File: config.mk
export PLATFORM = sky130hd
export DESIGN_NAME = dpf_isqrt
export DESIGN_NICKNAME = d
export VERILOG_FILES = /design/src/rtl/dpf_pkg.sv /design/src/rtl/dpf_isqrt.sv
export SDC_FILE = /design/constraint.sdc
export NUM_CORES = 2
export LEC_CHECK = 0
export BUFFER_PORTS_ARGS = -buffer_cell sky130_fd_sc_hd__buf_2
export CAP_MARGIN = 20
export CORE_MARGIN = 2
export CORE_UTILIZATION = 50
export DETAILED_ROUTE_END_ITERATION = 12
export GPL_TIMING_DRIVEN = 0
export MAX_ROUTING_LAYER = met4
export PLACE_DENSITY = 0.66
export SYNTH_ARGS = -nofsm -noshare
export SYNTH_HDL_FRONTEND = slang
export SYNTH_SLANG_ARGS = --single-unit
File: constraint.sdc
create_clock -name clk -period 6.5 [get_ports clk]
set_input_delay 1.3 -clock clk [delete_from_list [all_inputs] [get_ports clk]]
set_output_delay 1.3 -clock clk [all_outputs]
set_load 0.02 [all_outputs]
File: src/rtl/dpf_pkg.sv
// ----------------------------------------------------------------------------
// dpf_pkg
// Shared widths, register codes and stage counts of the pair filter.
// ----------------------------------------------------------------------------
package dpf_pkg;

	localparam int DELTA_W = 24;
	localparam int DIR_W = 16;
	localparam int COS_W = 17;
	localparam int CYL_W = 25;
	localparam int MY_W = 24;
	localparam int DIST_W = 26;
	localparam int MAX_DIMS = 3;

	// Squared length of the delta vector and its floor square root.
	localparam int NORM_W = 48;
	localparam int ROOT_W = NORM_W / 2;

	// The square root retires two result bits per pipeline stage.
	localparam int SQRT_BITS_PER_STAGE = 2;
	localparam int SQRT_STAGES = ROOT_W / SQRT_BITS_PER_STAGE;

	localparam int PADDR_W = 5;

	typedef enum logic [2:0] {
		REG_DIMS   = 3'd0,
		REG_DIR_X  = 3'd1,
		REG_DIR_Y  = 3'd2,
		REG_DIR_Z  = 3'd3,
		REG_COS    = 3'd4,
		REG_CYL    = 3'd5,
		REG_BENCH  = 3'd6,
		REG_ASYM   = 3'd7
	} reg_idx_t;

endpackage

File: src/rtl/dpf_isqrt.sv
// ----------------------------------------------------------------------------
// dpf_isqrt
// Pipelined floor square root, two result bits per stage, restoring form.
// ----------------------------------------------------------------------------
module dpf_isqrt (
	input  logic                                 clk,
	input  logic [dpf_pkg::SQRT_STAGES-1:0]      adv,
	input  logic [dpf_pkg::NORM_W-1:0]           rad_in,
	output logic [dpf_pkg::ROOT_W-1:0]           root_out
);
	import dpf_pkg::*;

	localparam int REM_W = ROOT_W + 2;

	logic [NORM_W-1:0] rad_s  [SQRT_STAGES];
	logic [REM_W-1:0]  rem_s  [SQRT_STAGES];
	logic [ROOT_W-1:0] root_s [SQRT_STAGES];

	logic [NORM_W-1:0] rad_pv  [SQRT_STAGES];
	logic [REM_W-1:0]  rem_pv  [SQRT_STAGES];
	logic [ROOT_W-1:0] root_pv [SQRT_STAGES];

	logic [NORM_W-1:0] rad_nx  [SQRT_STAGES];
	logic [REM_W-1:0]  rem_nx  [SQRT_STAGES];
	logic [ROOT_W-1:0] root_nx [SQRT_STAGES];

	// Inputs of each stage: the radicand for the first, the previous stage
	// for the others.
	always_comb begin
		rad_pv[0] = rad_in;
		rem_pv[0] = '0;
		root_pv[0] = '0;
		for (int k = 1; k < SQRT_STAGES; k++) begin
			rad_pv[k] = rad_s[k-1];
			rem_pv[k] = rem_s[k-1];
			root_pv[k] = root_s[k-1];
		end
	end

	always_comb begin
		logic [NORM_W-1:0] rad;
		logic [REM_W-1:0] rem;
		logic [ROOT_W-1:0] root;
		logic [REM_W+1:0] trial_rem;
		logic [REM_W+1:0] trial_sub;
		for (int k = 0; k < SQRT_STAGES; k++) begin
			rad = rad_pv[k];
			rem = rem_pv[k];
			root = root_pv[k];
			for (int j = 0; j < SQRT_BITS_PER_STAGE; j++) begin
				trial_rem = {rem, rad[NORM_W-1 -: 2]};
				trial_sub = (REM_W+2)'({root, 2'b01});
				if (trial_rem >= trial_sub) begin
					rem = REM_W'(trial_rem - trial_sub);
					root = {root[ROOT_W-2:0], 1'b1};
				end else begin
					rem = REM_W'(trial_rem);
					root = {root[ROOT_W-2:0], 1'b0};
				end
				rad = {rad[NORM_W-3:0], 2'b00};
			end
			rad_nx[k] = rad;
			rem_nx[k] = rem;
			root_nx[k] = root;
		end
	end

	always_ff @(posedge clk) begin
		for (int k = 0; k < SQRT_STAGES; k++) begin
			if (adv[k]) begin
				rad_s[k] <= rad_nx[k];
				rem_s[k] <= rem_nx[k];
				root_s[k] <= root_nx[k];
			end
		end
	end

	assign root_out = root_s[SQRT_STAGES-1];

endmodule

==> out/qor.yml <==
timing:
  timing_worst_slew_pin_value_ns: 1.051
  relSlewSlack_pct: 29.04
  max_fclk_mhz: 161.8
  finalHoldViolations: 0
  final.period_utilization_pct: 95.07
  finClkSkew_ns: 0.03637
  final_max_slew_viol_count: 0
  timing.final.ws_setup_ns: 0.3206
  min_period_ns: 6.179
  count_of_final_setup_violators: 0
  setup-tns-final_ns: 0
  worst_hold_margin_ns: 0.4127
place:
  portBuffers: 83
  post_dp_cell_area_sq_um: 46810
  finalWeightedCongestion: 0.9394
  place_worst_setup_slack_ns: -1.270
  placed_wire_length_estimate_after_detailed_placement_microns: 85490
power:
  power.static_leakage_nw: 19.57
  report.power.total_mw: 18.30
  power.ir.vdd_worst_v: 0.0002648
  power.density_nw_per_um2: 367.7
routing:
  drt_iter0_markers: 2783
  postRouteWirelength_microns: 109600
  firstDrtPassIters: 6
  vias_per_cell: 5.792
  detail_route.drc_violations: 0
  routed_wire_length_per_instance_microns: 18.87
  postRouteAntennaNets: 0
  vias: 33650
floorplanning:
  floorplan.die_area_sq_um: 91950
  die-height_microns: 303.2
  die-width_microns: 303.2
  design.core.area_sq_um: 88510
  initial_utilization_pct: 50.58
  std_cell_rows: 109
  ioPinCount: 85
final_layout:
  final_nets: 4962
  area_growth_pct: 11.18
  fillers: 7779
  final_cell_area_sq_um: 49780
  inserted_diodes: 0
  layout-drive-gt1-share_pct: 9.281
yosys:
  post_synth_main_area_contributors: "sky130_fd_sc_hd__edfxtp_1 (46%), sky130_fd_sc_hd__ha_1 (9.0%), sky130_fd_sc_hd__xnor2_1 (5.1%)"
  yosys.area.top_type: "sky130_fd_sc_hd__edfxtp_1"
  yosys.area_share.xor_xnor_pct: 8.119
  synth_top_family_by_area: "simple AND/OR/NAND/NOR gates"
  synth_sequential_area_ratio_pct: 46.35
  yosys-mux-area-fraction_pct: 1.783
  async_flop_share_pct: 0
  yosys.area_share.simple_pct: 15.77
  yosys_most_used_dff: "sky130_fd_sc_hd__edfxtp_1"
  adder_cell_fraction_of_synth_area_pct: 8.999
  yosys.cell_types.count: 100
  netlist.area_leader.share_pct: 46.35
  syn-instance-count: 4393
  area_fraction_in_compound_gates_after_synthesis_pct: 15.69
  synth_area_sq_um: 44770
  synth_edf_count: 691
  yosysWarnings: 0
  yosys_register_bits: 691
  synth_area_per_cell_sq_um: 10.19
grt:
  track_usage_pct: 24.34
  largest_net_degree_at_the_start_of_global_routing: 71
  wire_length_of_the_first_global_routing_pass_microns: 172700
  overflow: 0
  grt_pass1_vias: 31570
  number_of_antenna_violations_at_the_first_check_in_global_routing: 3
clock_tree:
  clockRootBuffer: "sky130_fd_sc_hd__clkbuf_16"
  clock_tree.buffer_depth: 3
  worst_setup_hold_path_clk_slew_ns: 0.06
  clock_latency_ns: 0.66
  post_cts_hold_buffer_count: 0
  cts_bufs_inserted: 78
  cts_tree: "done"
  cts_htree_levels: 3
  cts.sink_count: 691
setup_path:
  nature_of_the_critical_path_startpoint: "register"
  crit_path_max_fanout: 10
  critical_path_end_type: "register"
  timing.critical_path.arrival_ns: 6.63
  worstSetupPathType: "register to register"
  critPathRequiredTime_ns: 6.95
worst_hold_path:
  hold_path_class: "register to register"
run_status:
  status: "finished, final reports clean"
run:
  cap_viol_max_count: 0
[flip-flops by register name, indices dropped and copies added (netlist names)]
| register | count |
|---|---|
| rem_s | 271 |
| rad_s | 264 |
| root_s | 156 |
[cells in the mapped netlist (19+ instances only)]
library cell               count
sky130_fd_sc_hd__a211oi_1     34
sky130_fd_sc_hd__a21o_1      116
sky130_fd_sc_hd__a21oi_1     367
sky130_fd_sc_hd__a31oi_1      47
sky130_fd_sc_hd__and2_1       36
sky130_fd_sc_hd__and3_1       36
sky130_fd_sc_hd__clkbuf_1     76
sky130_fd_sc_hd__edfxtp_1    691
sky130_fd_sc_hd__ha_1        322
sky130_fd_sc_hd__inv_1       276
sky130_fd_sc_hd__mux2_2       54
sky130_fd_sc_hd__mux2i_1      19
sky130_fd_sc_hd__nand2_1     311
sky130_fd_sc_hd__nand2b_1     53
sky130_fd_sc_hd__nand3_1     115
sky130_fd_sc_hd__nand4_1      62
sky130_fd_sc_hd__nor2_1      373
sky130_fd_sc_hd__nor2b_1      47
sky130_fd_sc_hd__nor3_1      108
sky130_fd_sc_hd__nor4_1       58
sky130_fd_sc_hd__o211ai_1     26
sky130_fd_sc_hd__o21a_1       58
sky130_fd_sc_hd__o21ai_0     228
sky130_fd_sc_hd__o21bai_1     40
sky130_fd_sc_hd__o31ai_1      32
sky130_fd_sc_hd__or2_2        36
sky130_fd_sc_hd__or3_1        30
sky130_fd_sc_hd__or4_1        23
sky130_fd_sc_hd__xnor2_1     261
sky130_fd_sc_hd__xor2_1      154
[worst paths after layout]
path	startpoint	to	slack (ns)	cells after the start
max	root_s[0][79]	rem_s[4][13]	0.32	21
min	rad_s[6][35]	rad_s[7][39]	0.41	0
max reg2reg	root_s[0][79]	rem_s[4][13]	0.32	21
min reg2reg	rad_s[6][35]	rad_s[7][39]	0.41	0
[where the power goes]
part           switching (mW)  internal, mW  leakage, nW  total [mW]
clock                    1.84          2.47         1.22        4.32
combinational            4.35          3.15         11.7        7.50
sequential              0.570          5.92         6.61        6.49
total                    6.76          11.5         19.6        18.3
[metrics by stage]
stage	std cells	utilization, %
global route	5809	56.24
detailed placement	5651	52.89
finish	5809	56.24
global placement	5643	52.70
CTS	5797	55.93
floorplan	4395	-
[what timing repair did]
| action | in CTS | in global routing |
|---|---|---|
| resized for setup | 43 | 65 |
| setup endpoints to repair | 105 | 149 |
| buffers inserted | 2 | 14 |
| pin swaps | 4 | 15 |
[metal layers]
layer	GRT usage, %	part of all wire (%)
met2	38.18	46
met4	4.785	1.7
met3	2.906	4.9
met5	-	0
met1	34.22	47
[worst max-delay path, cell delays in order, from the launching register on]
cell	delay [ns]
sky130_fd_sc_hd__edfxtp_1	0.39
sky130_fd_sc_hd__inv_1	0.12
sky130_fd_sc_hd__ha_1	0.28
sky130_fd_sc_hd__clkbuf_1	0.30
sky130_fd_sc_hd__nand3_1	0.22
sky130_fd_sc_hd__or4_4	0.58
sky130_fd_sc_hd__nand4_1	0.10
sky130_fd_sc_hd__nand2b_1	0.21
sky130_fd_sc_hd__buf_2	0.28
sky130_fd_sc_hd__inv_1	0.17
sky130_fd_sc_hd__clkbuf_1	0.30
sky130_fd_sc_hd__ha_1	0.46
sky130_fd_sc_hd__nor3_1	0.13
sky130_fd_sc_hd__a22o_1	0.25
sky130_fd_sc_hd__a2111oi_4	0.43
sky130_fd_sc_hd__o21a_1	0.20
sky130_fd_sc_hd__o21bai_1	0.08
sky130_fd_sc_hd__a21o_1	0.22
sky130_fd_sc_hd__a2111o_1	0.51
sky130_fd_sc_hd__and4_4	0.21
sky130_fd_sc_hd__o32ai_1	0.26
sky130_fd_sc_hd__xor2_1	0.29
[final cells by class]
class	count	area, sq um	area share (%)
buffer	102	479.2	0.9627
clock buffer	93	2029	4.077
clock inverter	52	514.2	1.033
inverter	279	1047	2.104
multi-input combinational	3319	22780	45.76
sequential	691	20750	41.69
tap	1165	1458	2.928
timing repair buffer	108	720.7	1.448
[cell families (layout without fill, tap and decap cells)]
family | Yosys count | count (layout)
adder cells (fa/ha/maj) | 322 | 322
other | 1 | 3
flip-flops | 691 | 691
multiplexers | 73 | 73
XOR/XNOR | 415 | 415
buffers and inverters | 385 | 634
AND/OR/NAND/NOR | 1394 | 1394
AO/OA/AOI/OAI | 1112 | 1112
[layout by cell type (no fill, tap or decap), drive strengths merged, types with 15 or more instances in the layout]
cell type / instances
a211oi: 35
a21boi: 15
a21o: 116
a21oi: 367
a31oi: 47
and2: 37
and3: 36
and4: 16
buf: 134
clkbuf: 169
clkinv: 37
edfxtp: 691
ha: 322
inv: 285
mux2: 54
mux2i: 19
nand2: 311
nand2b: 53
nand3: 118
nand3b: 16
nand4: 63
nor2: 373
nor2b: 47
nor3: 109
nor3b: 15
nor4: 61
o211ai: 26
o21a: 58
o21ai: 233
o21bai: 40
o31a: 18
o31ai: 33
or2: 41
or3: 30
or4: 24
xnor2: 261
xor2: 154
Power figures use the tool's default switching activity.
